==> config.mk <==
export PLATFORM = sky130hd
export DESIGN_NAME = telemetry_frame_byte_stuffer
export DESIGN_NICKNAME = d
export VERILOG_FILES = /design/src/rtl/core/tfbs_pkg.sv /design/src/rtl/core/tfbs_front.sv /design/src/rtl/core/tfbs_queue.sv /design/src/rtl/core/tfbs_back.sv /design/src/rtl/core/telemetry_frame_byte_stuffer.sv
export SDC_FILE = /design/constraint.sdc
export NUM_CORES = 1
export LEC_CHECK = 0
export ABC_AREA = 1
export BUFFER_PORTS_ARGS = -buffer_cell sky130_fd_sc_hd__buf_4
export CORE_ASPECT_RATIO = 2
export CORE_MARGIN = 2
export CORE_UTILIZATION = 45
export DETAILED_ROUTE_END_ITERATION = 7
export GPL_TIMING_DRIVEN = 0
export PLACE_DENSITY = 0.66
export REMOVE_ABC_BUFFERS = 1
export SYNTH_ARGS = -nofsm -noshare
export SYNTH_HDL_FRONTEND = slang
export SYNTH_SLANG_ARGS = --single-unit
export TNS_END_PERCENT = 5
==> constraint.sdc <==
create_clock -name clk -period 5.6 [get_ports clk]
set_clock_uncertainty 0.1 [all_clocks]
set_input_delay 0.84 -clock clk [delete_from_list [all_inputs] [get_ports clk]]
set_output_delay 0.84 -clock clk [all_outputs]
set_load 0.02 [all_outputs]
==> src/rtl/core/tfbs_pkg.sv <==
// Shared types and constants of the telemetry frame byte stuffer.
`default_nettype none
package tfbs_pkg;
	localparam logic [7:0] FRAME_MARK = 8'h5E;
	localparam logic [7:0] ESC_MARK   = 8'h5D;
	localparam logic [7:0] ESC_FRAME  = 8'h3E;
	localparam logic [7:0] ESC_ESC    = 8'h3D;

	localparam logic [7:0] CV_ID_RESET = 8'd6;
	localparam int unsigned TFBS_QUEUE_DEPTH = 2;

	// Classified frame: id plus two data bytes and their escape flags.
	typedef struct packed {
		logic [7:0] id;
		logic [7:0] lo;
		logic [7:0] hi;
		logic       lo_esc;
		logic       hi_esc;
	} frame_t;

	function automatic logic needs_escape(input logic [7:0] b);
		return (b == FRAME_MARK) || (b == ESC_MARK);
	endfunction
endpackage
`default_nettype wire

==> src/rtl/core/tfbs_front.sv <==
// Front end: accepts input items and classifies them into frame descriptors.
`default_nettype none
module tfbs_front
	import tfbs_pkg::*;
(
	input  wire logic        push,
	output logic             full,
	input  wire logic        cmd,
	input  wire logic [7:0]  sensor_id,
	input  wire logic [15:0] value,
	input  wire logic [3:0]  cell_index,
	input  wire logic [11:0] cell_voltage_code,
	input  wire logic [7:0]  cv_id,
	input  wire logic        q_full,
	output logic             wr_en,
	output frame_t           wr_frame
);
	logic [7:0] lo;
	logic [7:0] hi;

	always_comb begin
		if (cmd) begin
			wr_frame.id = cv_id;
			lo = {cell_index, cell_voltage_code[11:8]};
			hi = cell_voltage_code[7:0];
		end else begin
			wr_frame.id = sensor_id;
			lo = value[7:0];
			hi = value[15:8];
		end
		wr_frame.lo     = lo;
		wr_frame.hi     = hi;
		wr_frame.lo_esc = needs_escape(lo);
		wr_frame.hi_esc = needs_escape(hi);
	end

	assign full  = q_full;
	assign wr_en = push && !q_full;
endmodule
`default_nettype wire

==> src/rtl/core/tfbs_queue.sv <==
// Short descriptor queue between front and back.
`default_nettype none
module tfbs_queue
	import tfbs_pkg::*;
#(
	parameter int unsigned DEPTH = TFBS_QUEUE_DEPTH
) (
	input  wire logic   clk,
	input  wire logic   arst_n,
	input  wire logic   wr_en,
	input  wire frame_t wr_frame,
	input  wire logic   rd_en,
	output frame_t      rd_frame,
	output logic        q_full,
	output logic        q_empty
);
	localparam int unsigned PW = (DEPTH > 1) ? $clog2(DEPTH) : 1;
	localparam int unsigned CW = $clog2(DEPTH + 1);

	frame_t        slot_q [DEPTH];
	logic [PW-1:0] wr_ptr_q;
	logic [PW-1:0] rd_ptr_q;
	logic [CW-1:0] count_q;

	always_ff @(posedge clk) begin
		if (wr_en) begin
			slot_q[wr_ptr_q] <= wr_frame;
		end
	end

	always_ff @(posedge clk or negedge arst_n) begin
		if (!arst_n) begin
			wr_ptr_q <= '0;
			rd_ptr_q <= '0;
			count_q  <= '0;
		end else begin
			if (wr_en) begin
				wr_ptr_q <= (wr_ptr_q == PW'(DEPTH - 1)) ? '0 : wr_ptr_q + 1'b1;
			end
			if (rd_en) begin
				rd_ptr_q <= (rd_ptr_q == PW'(DEPTH - 1)) ? '0 : rd_ptr_q + 1'b1;
			end
			unique case ({wr_en, rd_en})
				2'b10:   count_q <= count_q + 1'b1;
				2'b01:   count_q <= count_q - 1'b1;
				default: count_q <= count_q;
			endcase
		end
	end

	assign rd_frame = slot_q[rd_ptr_q];
	assign q_full   = (count_q == CW'(DEPTH));
	assign q_empty  = (count_q == '0);
endmodule
`default_nettype wire

==> src/rtl/core/tfbs_back.sv <==
// Back end: walks the head descriptor byte by byte into the output register.
`default_nettype none
module tfbs_back
	import tfbs_pkg::*;
(
	input  wire logic   clk,
	input  wire logic   arst_n,
	input  wire frame_t rd_frame,
	input  wire logic   q_empty,
	output logic        rd_en,
	input  wire logic   pop,
	output logic        empty,
	output logic [7:0]  out_byte,
	output logic        last_byte
);
	localparam logic [2:0] ST_SOF = 3'd0;
	localparam logic [2:0] ST_ID  = 3'd1;
	localparam logic [2:0] ST_LO  = 3'd2;
	localparam logic [2:0] ST_LO2 = 3'd3;
	localparam logic [2:0] ST_HI  = 3'd4;
	localparam logic [2:0] ST_HI2 = 3'd5;
	localparam logic [2:0] ST_EOF = 3'd6;

	logic [2:0] step_q;
	logic [2:0] step_nxt;
	logic       out_valid_q;
	logic [7:0] out_byte_q;
	logic       last_q;
	logic [7:0] byte_nxt;
	logic       last_nxt;
	logic       adv;
	logic       emit;

	always_comb begin
		last_nxt = 1'b0;
		unique case (step_q)
			ST_SOF: begin
				byte_nxt = FRAME_MARK;
				step_nxt = ST_ID;
			end
			ST_ID: begin
				byte_nxt = rd_frame.id;
				step_nxt = ST_LO;
			end
			ST_LO: begin
				byte_nxt = rd_frame.lo_esc ? ESC_MARK : rd_frame.lo;
				step_nxt = rd_frame.lo_esc ? ST_LO2 : ST_HI;
			end
			ST_LO2: begin
				byte_nxt = (rd_frame.lo == FRAME_MARK) ? ESC_FRAME : ESC_ESC;
				step_nxt = ST_HI;
			end
			ST_HI: begin
				byte_nxt = rd_frame.hi_esc ? ESC_MARK : rd_frame.hi;
				step_nxt = rd_frame.hi_esc ? ST_HI2 : ST_EOF;
			end
			ST_HI2: begin
				byte_nxt = (rd_frame.hi == FRAME_MARK) ? ESC_FRAME : ESC_ESC;
				step_nxt = ST_EOF;
			end
			ST_EOF: begin
				byte_nxt = FRAME_MARK;
				last_nxt = 1'b1;
				step_nxt = ST_SOF;
			end
			default: begin
				byte_nxt = FRAME_MARK;
				step_nxt = ST_SOF;
			end
		endcase
	end

	assign adv   = !out_valid_q || pop;
	assign emit  = adv && !q_empty;
	assign rd_en = emit && (step_q == ST_EOF);

	always_ff @(posedge clk or negedge arst_n) begin
		if (!arst_n) begin
			step_q      <= ST_SOF;
			out_valid_q <= 1'b0;
		end else begin
			if (emit) begin
				step_q <= step_nxt;
			end
			if (adv) begin
				out_valid_q <= emit;
			end
		end
	end

	always_ff @(posedge clk) begin
		if (emit) begin
			out_byte_q <= byte_nxt;
			last_q     <= last_nxt;
		end
	end

	assign empty     = !out_valid_q;
	assign out_byte  = out_byte_q;
	assign last_byte = last_q;
endmodule
`default_nettype wire

==> src/rtl/core/telemetry_frame_byte_stuffer.sv <==
// Top level of the telemetry frame byte stuffer.
// An item pushed into an idle block is written to the queue, then its first byte to the output register.
// The back end gives one output byte per cycle while the queue holds a frame and the
// output slot is free or popped; a frame is 5 to 7 bytes and frames run back to back.
// The queue holds up to QUEUE_DEPTH items, the frame being walked included.
// Reset (arst_n low, async): queue and output empty, cell voltage id back to 6.
`default_nettype none
module telemetry_frame_byte_stuffer
	import tfbs_pkg::*;
#(
	parameter int unsigned QUEUE_DEPTH = TFBS_QUEUE_DEPTH
) (
	input  wire logic        clk,
	input  wire logic        arst_n,
	// input item queue side
	input  wire logic        push,
	output logic             full,
	input  wire logic        cmd,
	input  wire logic [7:0]  sensor_id,
	input  wire logic [15:0] value,
	input  wire logic [3:0]  cell_index,
	input  wire logic [11:0] cell_voltage_code,
	// config write channel (cell voltage sensor id)
	input  wire logic        cfg_valid,
	output logic             cfg_ready,
	input  wire logic [7:0]  cfg_data,
	// result queue side
	output logic             empty,
	input  wire logic        pop,
	output logic [7:0]       out_byte,
	output logic             last_byte
);
	logic [7:0] cv_id_q;
	logic       wr_en;
	frame_t     wr_frame;
	logic       rd_en;
	frame_t     rd_frame;
	logic       q_full;
	logic       q_empty;

	// Config register: always ready, written on handshake.
	assign cfg_ready = 1'b1;

	always_ff @(posedge clk or negedge arst_n) begin
		if (!arst_n) begin
			cv_id_q <= CV_ID_RESET;
		end else if (cfg_valid && cfg_ready) begin
			cv_id_q <= cfg_data;
		end
	end

	// Front: pick id/data bytes by cmd, flag bytes that need escaping.
	tfbs_front u_front (
		.push              (push),
		.full              (full),
		.cmd               (cmd),
		.sensor_id         (sensor_id),
		.value             (value),
		.cell_index        (cell_index),
		.cell_voltage_code (cell_voltage_code),
		.cv_id             (cv_id_q),
		.q_full            (q_full),
		.wr_en             (wr_en),
		.wr_frame          (wr_frame)
	);

	// Descriptor queue decouples accept from byte output.
	tfbs_queue #(
		.DEPTH (QUEUE_DEPTH)
	) u_queue (
		.clk      (clk),
		.arst_n   (arst_n),
		.wr_en    (wr_en),
		.wr_frame (wr_frame),
		.rd_en    (rd_en),
		.rd_frame (rd_frame),
		.q_full   (q_full),
		.q_empty  (q_empty)
	);

	// Back: one byte per cycle into a registered output slot while it is free or popped;
	// head frame is released on its end marker so the next frame starts without a gap.
	tfbs_back u_back (
		.clk       (clk),
		.arst_n    (arst_n),
		.rd_frame  (rd_frame),
		.q_empty   (q_empty),
		.rd_en     (rd_en),
		.pop       (pop),
		.empty     (empty),
		.out_byte  (out_byte),
		.last_byte (last_byte)
	);
endmodule
`default_nettype wire

==> flow_metrics.tcl <==
set metrics [dict create \
    status "completed" \
    synth_edf_count 61 \
    r2r_setup_slack_ns 3.26 \
    grtUsageTotal 0.175 \
    path_max_fanout 33 \
    cts_root_buf "clkbuf_16" \
    ys.flop_type "edfxtp_1" \
    floorplan.rows 47 \
    whs_ns 0.257 \
    clock-sinks 77 \
    io_pins 66 \
    setup_viol 0 \
    end_kind "flip-flop" \
    clockBufferDepth 2 \
    antenna_left 0 \
    dp_cells 550 \
    worst_setup_path_start_kind "flip-flop" \
    crit_type "flip-flop to flip-flop" \
    avgSynthCellArea_sq_um 9.33 \
    drc 0 \
    power_uw 2240 \
    drt_iter0_markers 182 \
    dieWidth_microns 68.4 \
    final_max_slew_viol_count 0 \
    timing_hold_violations_final 0 \
    synthArstFlopShare 0.208 \
    dp_hpwl_microns 5280 \
    antenna_found_initial 0 \
    fmax_ghz 0.427 \
    drive_gt1_frac 0.207 \
    ys_ff_latch 77 \
    ir_worst_vdd_mv 0.391 \
    cts_tree "yes" \
    initial_core_util 0.456 \
    portBuffers 64 \
    grt_pass1_wl_microns 11700 \
    rsz0062_at_grt "no" \
    hold_path.class "primary input to asynchronous set/reset pin" \
    worstMarginPinSlew_ns 1.14 \
    antenna_cells 0 \
    gr-total-overflow 0 \
    critPathRequiredTime_ns 5.55 \
    clkTransAtPathRegs_ns 0.06 \
    critical_path_arrival_ns 2.29 \
    seq_area_frac_synth 0.599 \
    min_period_over_period 0.418 \
    ys_top_cells_by_area "edfxtp_1 49%, nand2_1 13%, dfrtp_1 9.4%, inv_1 5.9%, o21ai_0 4.3%" \
    fin_cells 566 \
    slew_headroom 0.237 \
    die_h_microns 133 \
    synthesis.area_sq_um 3730 \
    wl_microns 7030 \
    synth_cell_types 32 \
    place_congestion 0.839 \
    synth_cells 400 \
    p_per_area_nw_per_um2 490 \
    grt_max_degree 47 \
    dr.pass1.iters 5 \
    post_cts_resized 0 \
    area_growth_pct 22.7 \
    fin_crit_ns 2.34 \
    finalSetupTns_ns 0 \
    clk_latency_ns 0.33 \
    drv_cap 0 \
    synth_top_cell_area_share 0.491 \
    via_count 2688 \
    viasPerCell 4.75 \
    grt_pass1_vias 2609 \
    cts_buffers 9 \
    post-cts-setup-buffers 0 \
    p_leak_uw 0.00210 \
    htree_levels 3 \
    synth_top_cell_by_area "edfxtp_1" \
    wire_per_inst_microns 12.4 \
    hold_buffers 0 \
    nNetsFinal 518 \
    die-area_sq_um 9080 \
    fp.coreArea_sq_um 8170 \
    yosysWarnings 0 \
]
-- routing by layer --
| layer | track usage | routed length (microns) | share of wire | vias up |
|---|---|---|---|---|
| met3 | 0.0442 | 240 | 0.034 | 16 |
| met5 | 0 | 0 | 0 | - |
| met1 | 0.190 | 2660 | 0.38 | 1211 |
| met2 | 0.304 | 3920 | 0.56 | 48 |
| li1 | - | - | - | 1413 |
| met4 | 0.0800 | 212 | 0.030 | 0 |
-- worst max-delay path, stage by stage, from the launching register on --
cell and delay (ns):
dfrtp_1 1.09, inv_6 0.21, nand2_1 0.12, nand2_1 0.07, o21ai_0 0.30, nand4_1 0.15
-- logic make-up after synthesis --
family,synth area share
and+or+nand+nor,0.206
DFF,0.599
buffers and inverters,0.0979
AOI/OAI and AO/OA,0.0785
xor gates and xnor gates,0.00939
muxes,0.00537
adders and majority gates,0.00335
other,0.00101
-- synth_stat cells, drive strengths merged, types with 2 or more instances --
cell and instances:
nand3 16, buf 13, o211ai 3, nor3 3, nor2 29, nand4 5
a21oi 10, nand2 133, dfstp 2, dfrtp 14, mux2i 2, inv 61
edfxtp 61, xor2 3, o21ai 40
-- state kept, by name (all words and copies together) (netlist names) --
signal              flops
u_back.step_q           3
cv_id_q                 8
u_back.out_byte         8
u_queue.wr_ptr_q        1
u_back.last_byte        1
u_back.out_valid_q      1
u_queue.rd_ptr_q        1
u_queue.count_q         2
u_queue.slot_q         52
-- cell type report --
cell class                      count  area, sq um
Inverter                           61          234
Clock inverter                      2         33.8
Tap cell                           98          123
Timing Repair Buffer               66          510
Multi-Input combinational cell    248         1140
Sequential cell                    77         2230
Clock buffer                       14          308
Fill cell                         754         3590
-- cell usage in the layout (no fill, tap or decap), types with 3 or more instances in the layout --
master / synthesis / routed
a21oi_1: 10 / 10
buf_4: 2 / 64
clkbuf_16: 0 / 12
dfrtp_1: 14 / 14
edfxtp_1: 61 / 61
inv_1: 59 / 59
nand2_1: 131 / 131
nand3_1: 16 / 16
nand4_1: 5 / 5
nor2_1: 27 / 25
nor2_2: 2 / 4
o21ai_0: 32 / 32
o21ai_1: 4 / 4
o21ai_2: 4 / 4
xor2_1: 3 / 3
-- path summary, 6_finish.rpt --
path	start	end	depth (start not counted)
hold / removal	arst_n	u_queue.wr_ptr_q$_DFFE_PN0P_	1
max in group asynchronous	arst_n	cv_id_q[1]$_DFFE_PN1P_	1
min in group clk	cv_id_q[2]$_DFFE_PN1P_	cv_id_q[2]$_DFFE_PN1P_	2
setup / recovery	u_queue.rd_ptr_q$_DFFE_PN0P_	u_back.out_byte[4]$_DFFE_PP_	5
setup reg to reg	u_queue.rd_ptr_q$_DFFE_PN0P_	u_back.out_byte[4]$_DFFE_PP_	5
hold reg to reg	cv_id_q[2]$_DFFE_PN1P_	cv_id_q[2]$_DFFE_PN1P_	2
-- per-stage QoR --
stage               utilization  setup WS [ns]  instance area (sq um)
floorplan                     -           3.01                   3600
global placement          0.514           2.35                   4200
detailed placement        0.518           3.21                   4240
CTS                       0.560           3.20                   4580
global route              0.560           3.02                   4580
finish                    0.560           3.26                   4580
-- power by group --
group | switching [uW] | leakage (uW) | total, uW | internal [uW]
clock network | 209 | 0.000166 | 634 | 425
registers | 99.0 | 0.000762 | 919 | 820
logic | 444 | 0.00117 | 690 | 246
Note: power is estimated with default switching activity, not from simulation.
